## config.mk

```make
export PLATFORM = sky130hd
export DESIGN_NAME = matrix_key_debounce_scanner_unit_flat
export DESIGN_NICKNAME = d
export VERILOG_FILES = /design/src/rtl/mkds_pkg.sv /design/src/rtl/mkds_chan_if.sv /design/src/rtl/matrix_key_debounce_scanner_unit.sv /design/src/flat_wrapper.sv
export SDC_FILE = /design/constraint.sdc
export NUM_CORES = 1
export LEC_CHECK = 0
export BUFFER_PORTS_ARGS = -buffer_cell sky130_fd_sc_hd__buf_4
export CORE_MARGIN = 1.5
export CORE_UTILIZATION = 46
export DETAILED_ROUTE_END_ITERATION = 7
export SLEW_MARGIN = 20
export SYNTH_ARGS = -nofsm -noshare
export SYNTH_HDL_FRONTEND = slang
export SYNTH_SLANG_ARGS = --single-unit
```

## constraint.sdc

```tcl
create_clock -name clk -period 7.15 [get_ports clk]
set_input_delay 0.715 -clock clk [delete_from_list [all_inputs] [get_ports clk]]
set_output_delay 0.715 -clock clk [all_outputs]
set_load 0.02 [all_outputs]
```

## src/rtl/mkds_pkg.sv

```systemverilog
// Shared types, codes and helper functions of the key matrix debounce scanner.
package mkds_pkg;

  localparam int SAMPLE_W  = 10;
  localparam int TIMES_W   = 7;
  localparam int CNT_W     = 8;
  localparam int KEY_IDX_W = 4;
  localparam int COL_CNT_W = 3;
  localparam int CFG_IDX_W = 2;

  localparam logic [CNT_W-1:0] KEY_BASE = 8'h80;

  localparam logic [SAMPLE_W-1:0] ADC_TRIGGER_RST   = 10'd512;
  localparam logic [TIMES_W-1:0]  PRESS_TIMES_RST   = 7'd3;
  localparam logic [TIMES_W-1:0]  RELEASE_TIMES_RST = 7'd3;

  // Register indexes of the configuration port.
  localparam logic [CFG_IDX_W-1:0] CFG_ADC_TRIGGER   = 2'd0;
  localparam logic [CFG_IDX_W-1:0] CFG_PRESS_TIMES   = 2'd1;
  localparam logic [CFG_IDX_W-1:0] CFG_RELEASE_TIMES = 2'd2;

  // Commands of a scan item.
  localparam logic CMD_SCAN   = 1'b0;
  localparam logic CMD_REPORT = 1'b1;

  // Result kinds.
  localparam logic [1:0] KIND_PRESS   = 2'd0;
  localparam logic [1:0] KIND_HOLD    = 2'd1;
  localparam logic [1:0] KIND_RELEASE = 2'd2;
  localparam logic [1:0] KIND_DRIVE   = 2'd3;

  typedef struct packed {
    logic                cmd;
    logic [SAMPLE_W-1:0] sample_0;
    logic [SAMPLE_W-1:0] sample_1;
    logic [SAMPLE_W-1:0] sample_2;
    logic [SAMPLE_W-1:0] sample_3;
  } item_t;

  typedef struct packed {
    logic [1:0]           kind;
    logic [KEY_IDX_W-1:0] key_index;
    logic [COL_CNT_W-1:0] drive_column;
    logic                 last;
  } result_t;

  typedef struct packed {
    logic [CFG_IDX_W-1:0] index;
    logic [SAMPLE_W-1:0]  value;
  } cfg_t;

  typedef enum logic [2:0] {
    ST_IDLE,
    ST_SCAN_RD,
    ST_SCAN_WR,
    ST_DRIVE,
    ST_REPORT,
    ST_FLUSH
  } state_t;

  // Picks the sample of one row out of a scan item.
  function automatic logic [SAMPLE_W-1:0] sample_of(item_t it, logic [1:0] r);
    logic [SAMPLE_W-1:0] s;
    unique case (r)
      2'd0:    s = it.sample_0;
      2'd1:    s = it.sample_1;
      2'd2:    s = it.sample_2;
      default: s = it.sample_3;
    endcase
    return s;
  endfunction

  // One debounce step: moves the counter toward hi while pressed and toward lo
  // otherwise, jumping back to the center first on a change of direction.
  function automatic logic [CNT_W-1:0] next_counter(logic [CNT_W-1:0] cnt, logic pressed,
                                                    logic [CNT_W-1:0] hi,
                                                    logic [CNT_W-1:0] lo);
    logic [CNT_W-1:0] res;
    res = cnt;
    if (pressed) begin
      if (cnt < KEY_BASE) begin
        res = KEY_BASE;
      end else if (cnt < hi) begin
        res = cnt + 8'd1;
      end
    end else begin
      if (cnt > KEY_BASE) begin
        res = KEY_BASE;
      end else if (cnt > lo) begin
        res = cnt - 8'd1;
      end
    end
    return res;
  endfunction

endpackage

```

## src/rtl/mkds_chan_if.sv

```systemverilog
// Valid/ready channel interface carrying one payload beat.
interface mkds_chan_if #(parameter type payload_t = logic) ();
  logic     valid;
  logic     ready;
  payload_t data;

  modport source (output valid, output data, input ready);
  modport sink (input valid, input data, output ready);
endinterface

```

## src/rtl/matrix_key_debounce_scanner_unit.sv

```systemverilog
// Top level of the key matrix scanner with per-key debounce counters.
//
// The block takes scan items on the items channel and delivers result beats
// on the results channel; both are valid/ready channels. A scan item (cmd 0)
// carries one ADC sample per row of the driven column. The block updates the
// debounce counters of that column, one row at a time with a read and then a
// write of the counter memory, and then returns one drive update beat. Once
// every column is scanned the next scan item restarts at column 0. A report
// item (cmd 1) after a full scan walks all keys row by row, one key per cycle
// through the memory read port while the walk is not held, and returns press,
// hold and release beats; the last beat carries last. Items are handled one
// at a time; the next item is taken while the final result still waits in the
// output register. A stalled receiver holds the walk at the next event that
// needs the output register.
// Reset restores the register defaults, marks every counter as the center
// value through per-key valid bits, clears the pressed map and the column.
// Configuration writes are always taken and should be made while idle.
module matrix_key_debounce_scanner_unit #(
  parameter int ROWS = 4,
  parameter int COLS = 4
) (
  input logic       clk,
  input logic       rst,
  mkds_chan_if.sink   items,
  mkds_chan_if.source results,
  mkds_chan_if.sink   cfg
);

  localparam int KEYS   = ROWS * COLS;
  localparam int ADDR_W = (KEYS > 1) ? $clog2(KEYS) : 1;
  localparam int ROW_W  = (ROWS > 1) ? $clog2(ROWS) : 1;
  localparam int COL_W  = (COLS > 1) ? $clog2(COLS) : 1;

  // Configuration registers.
  logic [mkds_pkg::SAMPLE_W-1:0] adc_trigger;
  logic [mkds_pkg::TIMES_W-1:0]  press_times;
  logic [mkds_pkg::TIMES_W-1:0]  release_times;

  // Control state.
  mkds_pkg::state_t state, state_next;
  logic [mkds_pkg::COL_CNT_W-1:0] col_cnt;
  logic [ROW_W-1:0]               row;
  logic [ROW_W-1:0]               walk_r;
  logic [COL_W-1:0]               walk_c;
  logic                           walk_done;
  logic                           chk_v;
  logic [ADDR_W-1:0]              chk_addr;
  logic                           hold_valid;
  logic [1:0]                     hold_kind;
  logic [ADDR_W-1:0]              hold_addr;
  logic                           out_valid;
  mkds_pkg::result_t              out_q;
  logic [KEYS-1:0]                pressed;

  // Samples of the accepted scan item.
  logic [mkds_pkg::SAMPLE_W-1:0] samples_q [ROWS];

  // Counter memory with per-key valid bits; an entry never written reads as
  // the center value.
  logic [mkds_pkg::CNT_W-1:0] key_mem [KEYS];
  logic [KEYS-1:0]            key_valid;
  logic [mkds_pkg::CNT_W-1:0] rd_data;
  logic                       rd_valid;

  // Control outputs of the state machine.
  logic              mem_rd_en;
  logic [ADDR_W-1:0] mem_rd_addr;
  logic              mem_wr_en;
  logic              walk_adv;
  logic              rep_read;
  logic              out_load;
  mkds_pkg::result_t out_data;

  // Datapath terms.
  logic                          accept;
  logic                          scan_open;
  logic                          slot_free;
  logic [mkds_pkg::CNT_W-1:0]    press_hi;
  logic [mkds_pkg::CNT_W-1:0]    release_lo;
  logic [mkds_pkg::CNT_W-1:0]    cur_cnt;
  logic [mkds_pkg::CNT_W-1:0]    new_cnt;
  logic [mkds_pkg::SAMPLE_W-1:0] sample_cur;
  logic [ADDR_W-1:0]             scan_addr;
  logic [ADDR_W-1:0]             walk_addr;
  logic                          hit_press;
  logic                          hit_release;
  logic                          chk_event;
  logic [1:0]                    chk_kind;
  logic                          stall;
  logic                          row_last;
  logic                          walk_r_last;
  logic                          walk_c_last;

  assign cfg.ready = 1'b1;

  always_ff @(posedge clk) begin
    if (rst) begin
      adc_trigger   <= mkds_pkg::ADC_TRIGGER_RST;
      press_times   <= mkds_pkg::PRESS_TIMES_RST;
      release_times <= mkds_pkg::RELEASE_TIMES_RST;
    end else if (cfg.valid) begin
      unique case (cfg.data.index)
        mkds_pkg::CFG_ADC_TRIGGER:   adc_trigger   <= cfg.data.value;
        mkds_pkg::CFG_PRESS_TIMES:   press_times   <= cfg.data.value[mkds_pkg::TIMES_W-1:0];
        mkds_pkg::CFG_RELEASE_TIMES: release_times <= cfg.data.value[mkds_pkg::TIMES_W-1:0];
        default: ;
      endcase
    end
  end

  assign accept     = items.valid && items.ready;
  assign scan_open  = col_cnt < mkds_pkg::COL_CNT_W'(COLS);
  assign slot_free  = !out_valid || results.ready;
  assign press_hi   = mkds_pkg::KEY_BASE + {1'b0, press_times};
  assign release_lo = mkds_pkg::KEY_BASE - {1'b0, release_times};
  assign cur_cnt    = rd_valid ? rd_data : mkds_pkg::KEY_BASE;

  assign sample_cur = samples_q[row];
  assign new_cnt    = mkds_pkg::next_counter(cur_cnt, sample_cur < adc_trigger,
                                             press_hi, release_lo);
  assign scan_addr  = ADDR_W'(32'(col_cnt) * ROWS + 32'(row));
  assign walk_addr  = ADDR_W'(32'(walk_c) * ROWS + 32'(walk_r));

  assign row_last    = row == ROW_W'(ROWS - 1);
  assign walk_r_last = walk_r == ROW_W'(ROWS - 1);
  assign walk_c_last = walk_c == COL_W'(COLS - 1);

  // The press test wins over the release test.
  assign hit_press   = cur_cnt == press_hi;
  assign hit_release = (cur_cnt == release_lo) && pressed[chk_addr];
  assign chk_event   = hit_press || hit_release;
  assign chk_kind    = hit_press ? (pressed[chk_addr] ? mkds_pkg::KIND_HOLD
                                                      : mkds_pkg::KIND_PRESS)
                                 : mkds_pkg::KIND_RELEASE;

  // An event is kept back in the hold register until the next one shows up,
  // so that the final event can be marked last. Pushing the held event out
  // needs the output register.
  assign stall = chk_v && chk_event && hold_valid && !slot_free;

  always_comb begin
    state_next = state;
    unique case (state)
      mkds_pkg::ST_IDLE: begin
        if (accept) begin
          if (items.data.cmd == mkds_pkg::CMD_SCAN) begin
            state_next = scan_open ? mkds_pkg::ST_SCAN_RD : mkds_pkg::ST_DRIVE;
          end else if (!scan_open) begin
            state_next = mkds_pkg::ST_REPORT;
          end
        end
      end
      mkds_pkg::ST_SCAN_RD: state_next = mkds_pkg::ST_SCAN_WR;
      mkds_pkg::ST_SCAN_WR: state_next = row_last ? mkds_pkg::ST_DRIVE : mkds_pkg::ST_SCAN_RD;
      mkds_pkg::ST_DRIVE: begin
        if (slot_free) begin
          state_next = mkds_pkg::ST_IDLE;
        end
      end
      mkds_pkg::ST_REPORT: begin
        if (walk_done && !stall) begin
          state_next = mkds_pkg::ST_FLUSH;
        end
      end
      mkds_pkg::ST_FLUSH: begin
        if (!hold_valid || slot_free) begin
          state_next = mkds_pkg::ST_IDLE;
        end
      end
      default: state_next = mkds_pkg::ST_IDLE;
    endcase
  end

  always_comb begin
    items.ready = 1'b0;
    mem_rd_en   = 1'b0;
    mem_rd_addr = scan_addr;
    mem_wr_en   = 1'b0;
    walk_adv    = 1'b0;
    rep_read    = 1'b0;
    out_load    = 1'b0;
    out_data    = '{kind: hold_kind,
                    key_index: mkds_pkg::KEY_IDX_W'(hold_addr),
                    drive_column: mkds_pkg::COL_CNT_W'(COLS),
                    last: 1'b0};
    unique case (state)
      mkds_pkg::ST_IDLE: items.ready = 1'b1;
      mkds_pkg::ST_SCAN_RD: mem_rd_en = 1'b1;
      mkds_pkg::ST_SCAN_WR: mem_wr_en = 1'b1;
      mkds_pkg::ST_DRIVE: begin
        out_load = slot_free;
        out_data = '{kind: mkds_pkg::KIND_DRIVE,
                     key_index: '0,
                     drive_column: col_cnt,
                     last: 1'b1};
      end
      mkds_pkg::ST_REPORT: begin
        walk_adv    = !stall;
        rep_read    = !stall && !walk_done;
        mem_rd_en   = rep_read;
        mem_rd_addr = walk_addr;
        out_load    = chk_v && chk_event && hold_valid && slot_free;
      end
      mkds_pkg::ST_FLUSH: begin
        out_load      = hold_valid && slot_free;
        out_data.last = 1'b1;
      end
      default: ;
    endcase
  end

  always_ff @(posedge clk) begin
    if (rst) begin
      state      <= mkds_pkg::ST_IDLE;
      col_cnt    <= '0;
      row        <= '0;
      walk_r     <= '0;
      walk_c     <= '0;
      walk_done  <= 1'b0;
      chk_v      <= 1'b0;
      hold_valid <= 1'b0;
      out_valid  <= 1'b0;
      pressed    <= '0;
      key_valid  <= '0;
      rd_valid   <= 1'b0;
    end else begin
      state <= state_next;

      if (accept) begin
        row       <= '0;
        walk_r    <= '0;
        walk_c    <= '0;
        walk_done <= 1'b0;
        chk_v     <= 1'b0;
        if (items.data.cmd == mkds_pkg::CMD_SCAN && !scan_open) begin
          col_cnt <= '0;
        end
      end

      if (mem_rd_en) begin
        rd_valid <= key_valid[mem_rd_addr];
      end

      if (mem_wr_en) begin
        key_valid[scan_addr] <= 1'b1;
        row <= row + ROW_W'(1);
        if (row_last) begin
          col_cnt <= col_cnt + mkds_pkg::COL_CNT_W'(1);
        end
      end

      if (rep_read) begin
        if (walk_c_last) begin
          walk_c <= '0;
          if (walk_r_last) begin
            walk_done <= 1'b1;
          end else begin
            walk_r <= walk_r + ROW_W'(1);
          end
        end else begin
          walk_c <= walk_c + COL_W'(1);
        end
      end

      if (walk_adv) begin
        chk_v <= rep_read;
        if (chk_v && chk_event) begin
          pressed[chk_addr] <= chk_kind != mkds_pkg::KIND_RELEASE;
          hold_valid        <= 1'b1;
        end
      end

      if (state == mkds_pkg::ST_FLUSH && out_load) begin
        hold_valid <= 1'b0;
      end

      if (out_load) begin
        out_valid <= 1'b1;
      end else if (results.ready) begin
        out_valid <= 1'b0;
      end
    end
  end

  // Payload registers.
  always_ff @(posedge clk) begin
    if (accept) begin
      for (int r = 0; r < ROWS; r++) begin
        samples_q[r] <= mkds_pkg::sample_of(items.data, 2'(r));
      end
    end
    if (rep_read) begin
      chk_addr <= walk_addr;
    end
    if (walk_adv && chk_v && chk_event) begin
      hold_kind <= chk_kind;
      hold_addr <= chk_addr;
    end
    if (out_load) begin
      out_q <= out_data;
    end
  end

  // Counter memory: one write port, one registered read port.
  always_ff @(posedge clk) begin
    if (mem_wr_en) begin
      key_mem[scan_addr] <= new_cnt;
    end
    if (mem_rd_en) begin
      rd_data <= key_mem[mem_rd_addr];
    end
  end

  assign results.valid = out_valid;
  assign results.data  = out_q;

  a_load_needs_slot: assert property (@(posedge clk) disable iff (rst)
    out_load |-> slot_free)
    else $error("result register loaded while a beat still waits");

  a_report_read_only: assert property (@(posedge clk) disable iff (rst)
    state == mkds_pkg::ST_REPORT |-> !mem_wr_en && !scan_open)
    else $error("counter memory written or scan open during the report walk");

  a_hold_in_report: assert property (@(posedge clk) disable iff (rst)
    hold_valid |-> (state == mkds_pkg::ST_REPORT || state == mkds_pkg::ST_FLUSH))
    else $error("held event outside the report walk");

endmodule

```

## src/flat_wrapper.sv

```systemverilog
// flat-port wrapper written by rule: the top's interface ports become plain ports
module matrix_key_debounce_scanner_unit_flat 
#(
  parameter int ROWS = 4,
  parameter int COLS = 4
)
  (clk, rst, items_valid, items_data, items_ready, results_valid, results_data, results_ready, cfg_valid, cfg_data, cfg_ready);
  mkds_chan_if #(.payload_t(mkds_pkg::item_t)) items_i ();
  mkds_chan_if #(.payload_t(mkds_pkg::result_t)) results_i ();
  mkds_chan_if #(.payload_t(mkds_pkg::cfg_t)) cfg_i ();
  input logic clk;
  input logic rst;
  input wire logic [$bits(items_i.valid)-1:0] items_valid;
  input wire logic [$bits(items_i.data)-1:0] items_data;
  output wire logic [$bits(items_i.ready)-1:0] items_ready;
  output wire logic [$bits(results_i.valid)-1:0] results_valid;
  output wire logic [$bits(results_i.data)-1:0] results_data;
  input wire logic [$bits(results_i.ready)-1:0] results_ready;
  input wire logic [$bits(cfg_i.valid)-1:0] cfg_valid;
  input wire logic [$bits(cfg_i.data)-1:0] cfg_data;
  output wire logic [$bits(cfg_i.ready)-1:0] cfg_ready;
  assign items_i.valid = items_valid;
  assign items_i.data = items_data;
  assign items_ready = items_i.ready;
  assign results_valid = results_i.valid;
  assign results_data = results_i.data;
  assign results_i.ready = results_ready;
  assign cfg_i.valid = cfg_valid;
  assign cfg_i.data = cfg_data;
  assign cfg_ready = cfg_i.ready;
  matrix_key_debounce_scanner_unit #(.ROWS(ROWS), .COLS(COLS)) u_core (.clk(clk), .rst(rst), .items(items_i), .results(results_i), .cfg(cfg_i));
endmodule
```

==> summary.md <==
| Metric | Value |
|---|---|
| Routed len/inst | 19.6 um |
| Layout area overhead | 15.6% |
| Unique masters post-synth | 63 |
| TritonCTS clock tree | done |
| Max Cap Violations | 0 |
| Clock-pin slew on the worst setup and hold paths | roughly 60 ps |
| Synth warn | 0 |
| Post-Synthesis Cells | 869 |
| Worst path arrival time | 4580 ps |
| Grt met1 use | 0.285 |
| Commonest cells after routing, fill and taps aside | edfxtp_1 (196), nor2_1 (103), buf_4 (79) |
| Final WL | around 25000 um |
| Power Density | ~260 nW/um^2 |
| Combinational share of power | 0.074 |
| Post-CTS Setup Repair Bufs | 0 |
| R2R depth | 9 |
| Cell depth of the worst hold path | 1 |
| Internal cell power | between 2000 and 3000 uW |
| # resized after CTS | 0 |
| Period utilisation layout | 0.606 |
| Slew @ Worst Pin | roughly 1100 ps |
| Final Core Density | 0.543 |
| Hold EP | u_core.samples_q[0][5]$_DFFE_PP_ |
| Routing usage on met3 | 0.0322 |
| Post-synth EDFFs | ~200 |
| Drt pass-1 iters | 6 |
| GR Layer Usage met2 | 0.304 |
| Initial Util | 0.470 |
| Setup TNS | 0 ps |
| Total CTS buffers | 28 |
| Commonest non-fill, non-tap cell in the layout | edfxtp_1 |
| Number of remaining DRC errors | 0 |
| FFs w/ async S/R, synth | 0 |
| FMAX | between 0.2 and 0.25 GHz |
| Final setup vio count | 0 |
| Switching share of power | 0.218 |
| Grt ovf | 0 |
| Mean Syn Cell Area | 13.6 um^2 |
| Critical Path Fanout Max | 16 |
| Layer carrying the most global-route usage | met2 |
| Largest net degree at the start of global routing | 70 |
| Dpl hpwl | about 17000 um |
| Startpoint Class | register |
| Post-synthesis sequential area ratio | 0.625 |
| Final Skew | 14.3 ps |
| Slew margin rel. | 0.274 |
| CTS Buffer Depth | 3 |
| Placed Cells | roughly 1200 |
| DRT antenna net count | 0 |
| Layout cells sized above 1 | 0.189 |
| Die area | 26700 um^2 |
| I/O pins | around 70 |
| Core area | 25200 um^2 |
| Synth Cell Area | 11800 um^2 |
| Final min period | around 4300 ps |
| Row count | 58 |
| Vias in the first global route | 7004 |
| DR iter-0 viols | between 600 and 700 |
| Clk sink count | 271 |
| Reg-to-reg endpoint | u_core.key_mem[14][2]$_DFFE_PP_ |
| First-pass GRT wire length | 39300 um |
| Hold Crit Class | primary input to register |
| Fin. Hold Viols | 0 |
| Top cells by area, synth | edfxtp_1 (50%), dfxtp_1 (13%), mux4_2 (9.0%), ha_1 (4.0%), mux2i_1 (3.4%) |
| Leakage | about 0.0052 uW |
| H-tree lvl count | 1 |
| Crit Path Category | register to register |
| Crit end category | register |
| Final cell count without fillers | ~1300 |
| Synth top area share | 0.498 |
| Sequential power share | 0.497 |
| Sw power | around 790 uW |
| Min-delay src | items_data[35] |
| CTS Root Cell | clkbuf_16 |
| Final GP Congestion | about 0.9 |
| Internal reg-to-reg setup slack | around 2800 ps |
| RSZ-0062 raised after global routing | no |
| Fin Hold WS | between 300 and 400 ps |
| Routed vias | approximately 7100 |
| Die X | about 160 um |
| Post-cts hold buffer count | 0 |
| Count of input and output buffers | 69 |
| Area leader, netlist | edfxtp_1 |
| Post-synthesis register bit count | 271 |
| VDD IR max | roughly 0.00023 V |
| Initial antenna violation count | 0 |
| Req. time, crit path | between 7000 and 8000 ps |
| Vias per cell | around 5.5 |
| GRT Resource Usage Total | 0.195 |
| Antenna cell count | 0 |
| Syn_nets | roughly 970 |
| Clock group share of total power | 0.429 |
| Clk_lat worst skew | 550 ps |
| NumNets Final | 1032 |
| Slew Viols, Final | 0 |
| Ys flop type | edfxtp_1 |
| Die Y | around 160 um |
| Status | completed |
[power by group through the flow]
| stage | registers (uW) | logic (uW) | clock network [uW] |
|---|---|---|---|
| floorplan | 1820 | 162 | 0 |
| detailed placement | 1820 | 267 | 0 |
| CTS | 1790 | 267 | 1580 |
| global placement | 1820 | 260 | 0 |
| finish | 1790 | 266 | 1550 |
| global route | 1790 | 291 | 1640 |
[stage by stage]
stage          total power, uW  cell area [um^2]  setup WS [ps]
2_1_floorplan             1980             11800           3510
3_3_place_gp              2080             12700           2520
3_5_place_dp              2090             12700           2410
4_1_cts                   3640             13700           2420
5_1_grt                   3720             13700           2520
6_report                  3600             13700           2810
[cell type report]
cell class	instances	area, um^2
clock buffers	37	816
clock inverters	15	190
fillers	2133	11500
inverters	40	150
multi-input cells	516	4130
flip-flops and latches	271	7390
well taps	330	413
repair buffers	79	593
[worst max-delay path: stages, from the launching register on]
cell and delay [ps]:
dfxtp_1 730, mux4_2 600, ha_1 310, and4_1 190, nand3_1 90, a21oi_1 140, a211o_1 240, a21boi_0 890
a221oi_1 270, a21oi_2 580
[cells in the mapped netlist, drive strengths merged (5+ instances only)]
master,instances
nand4b,9
nor2b,11
edfxtp,196
nand4,10
ha,38
and3,15
a31oi,13
nand3,14
buf,15
a21o,6
xnor2,5
nor3,9
o21ai,7
a21oi,37
a211oi,9
inv,40
nand2,57
clkbuf,27
mux2i,41
nor2,103
nand2b,5
dfxtp,75
mux4,47
and2,19
[registers in the layout (all words and copies together) (netlist names), 4 cells and up, named ones only]
signal                flops
u_core.adc_trigger       10
u_core.hold_addr          4
u_core.press_times        7
u_core.chk_addr           4
u_core.key_mem          128
u_core.pressed           16
u_core.rd_data            8
u_core.key_valid         16
u_core.results.data      10
u_core.samples_q         40
u_core.release_times      7
[cell families after synthesis]
group / after synthesis / synth area share
compound gates: 105 / 0.0598
xor+xnor: 9 / 0.00667
fa+ha+maj: 38 / 0.0402
buf+inv: 82 / 0.0291
flops: 271 / 0.625
mux: 88 / 0.125
other cells: 1 / 0.000317
simple gates: 275 / 0.114
[metal layers]
layer / routed length [um] / share of wire
met5: 0 / 0
met3: 1270 / 0.050
met4: 535 / 0.021
met2: 11600 / 0.46
met1: 11900 / 0.47
[worst max-delay path by stage]
stage,start,end,slack [ps]
floorplan,register,u_core.key_mem[0][3]$_DFFE_PP_,3510
global placement,register,u_core.key_mem[4][2]$_DFFE_PP_,2520
detailed placement,register,u_core.key_mem[4][2]$_DFFE_PP_,2410
CTS,register,u_core.key_mem[7][2]$_DFFE_PP_,2420
global route,register,u_core.key_mem[7][2]$_DFFE_PP_,2520
finish,register,u_core.key_mem[14][2]$_DFFE_PP_,2810
No activity file was read; power rests on OpenSTA's default activity.
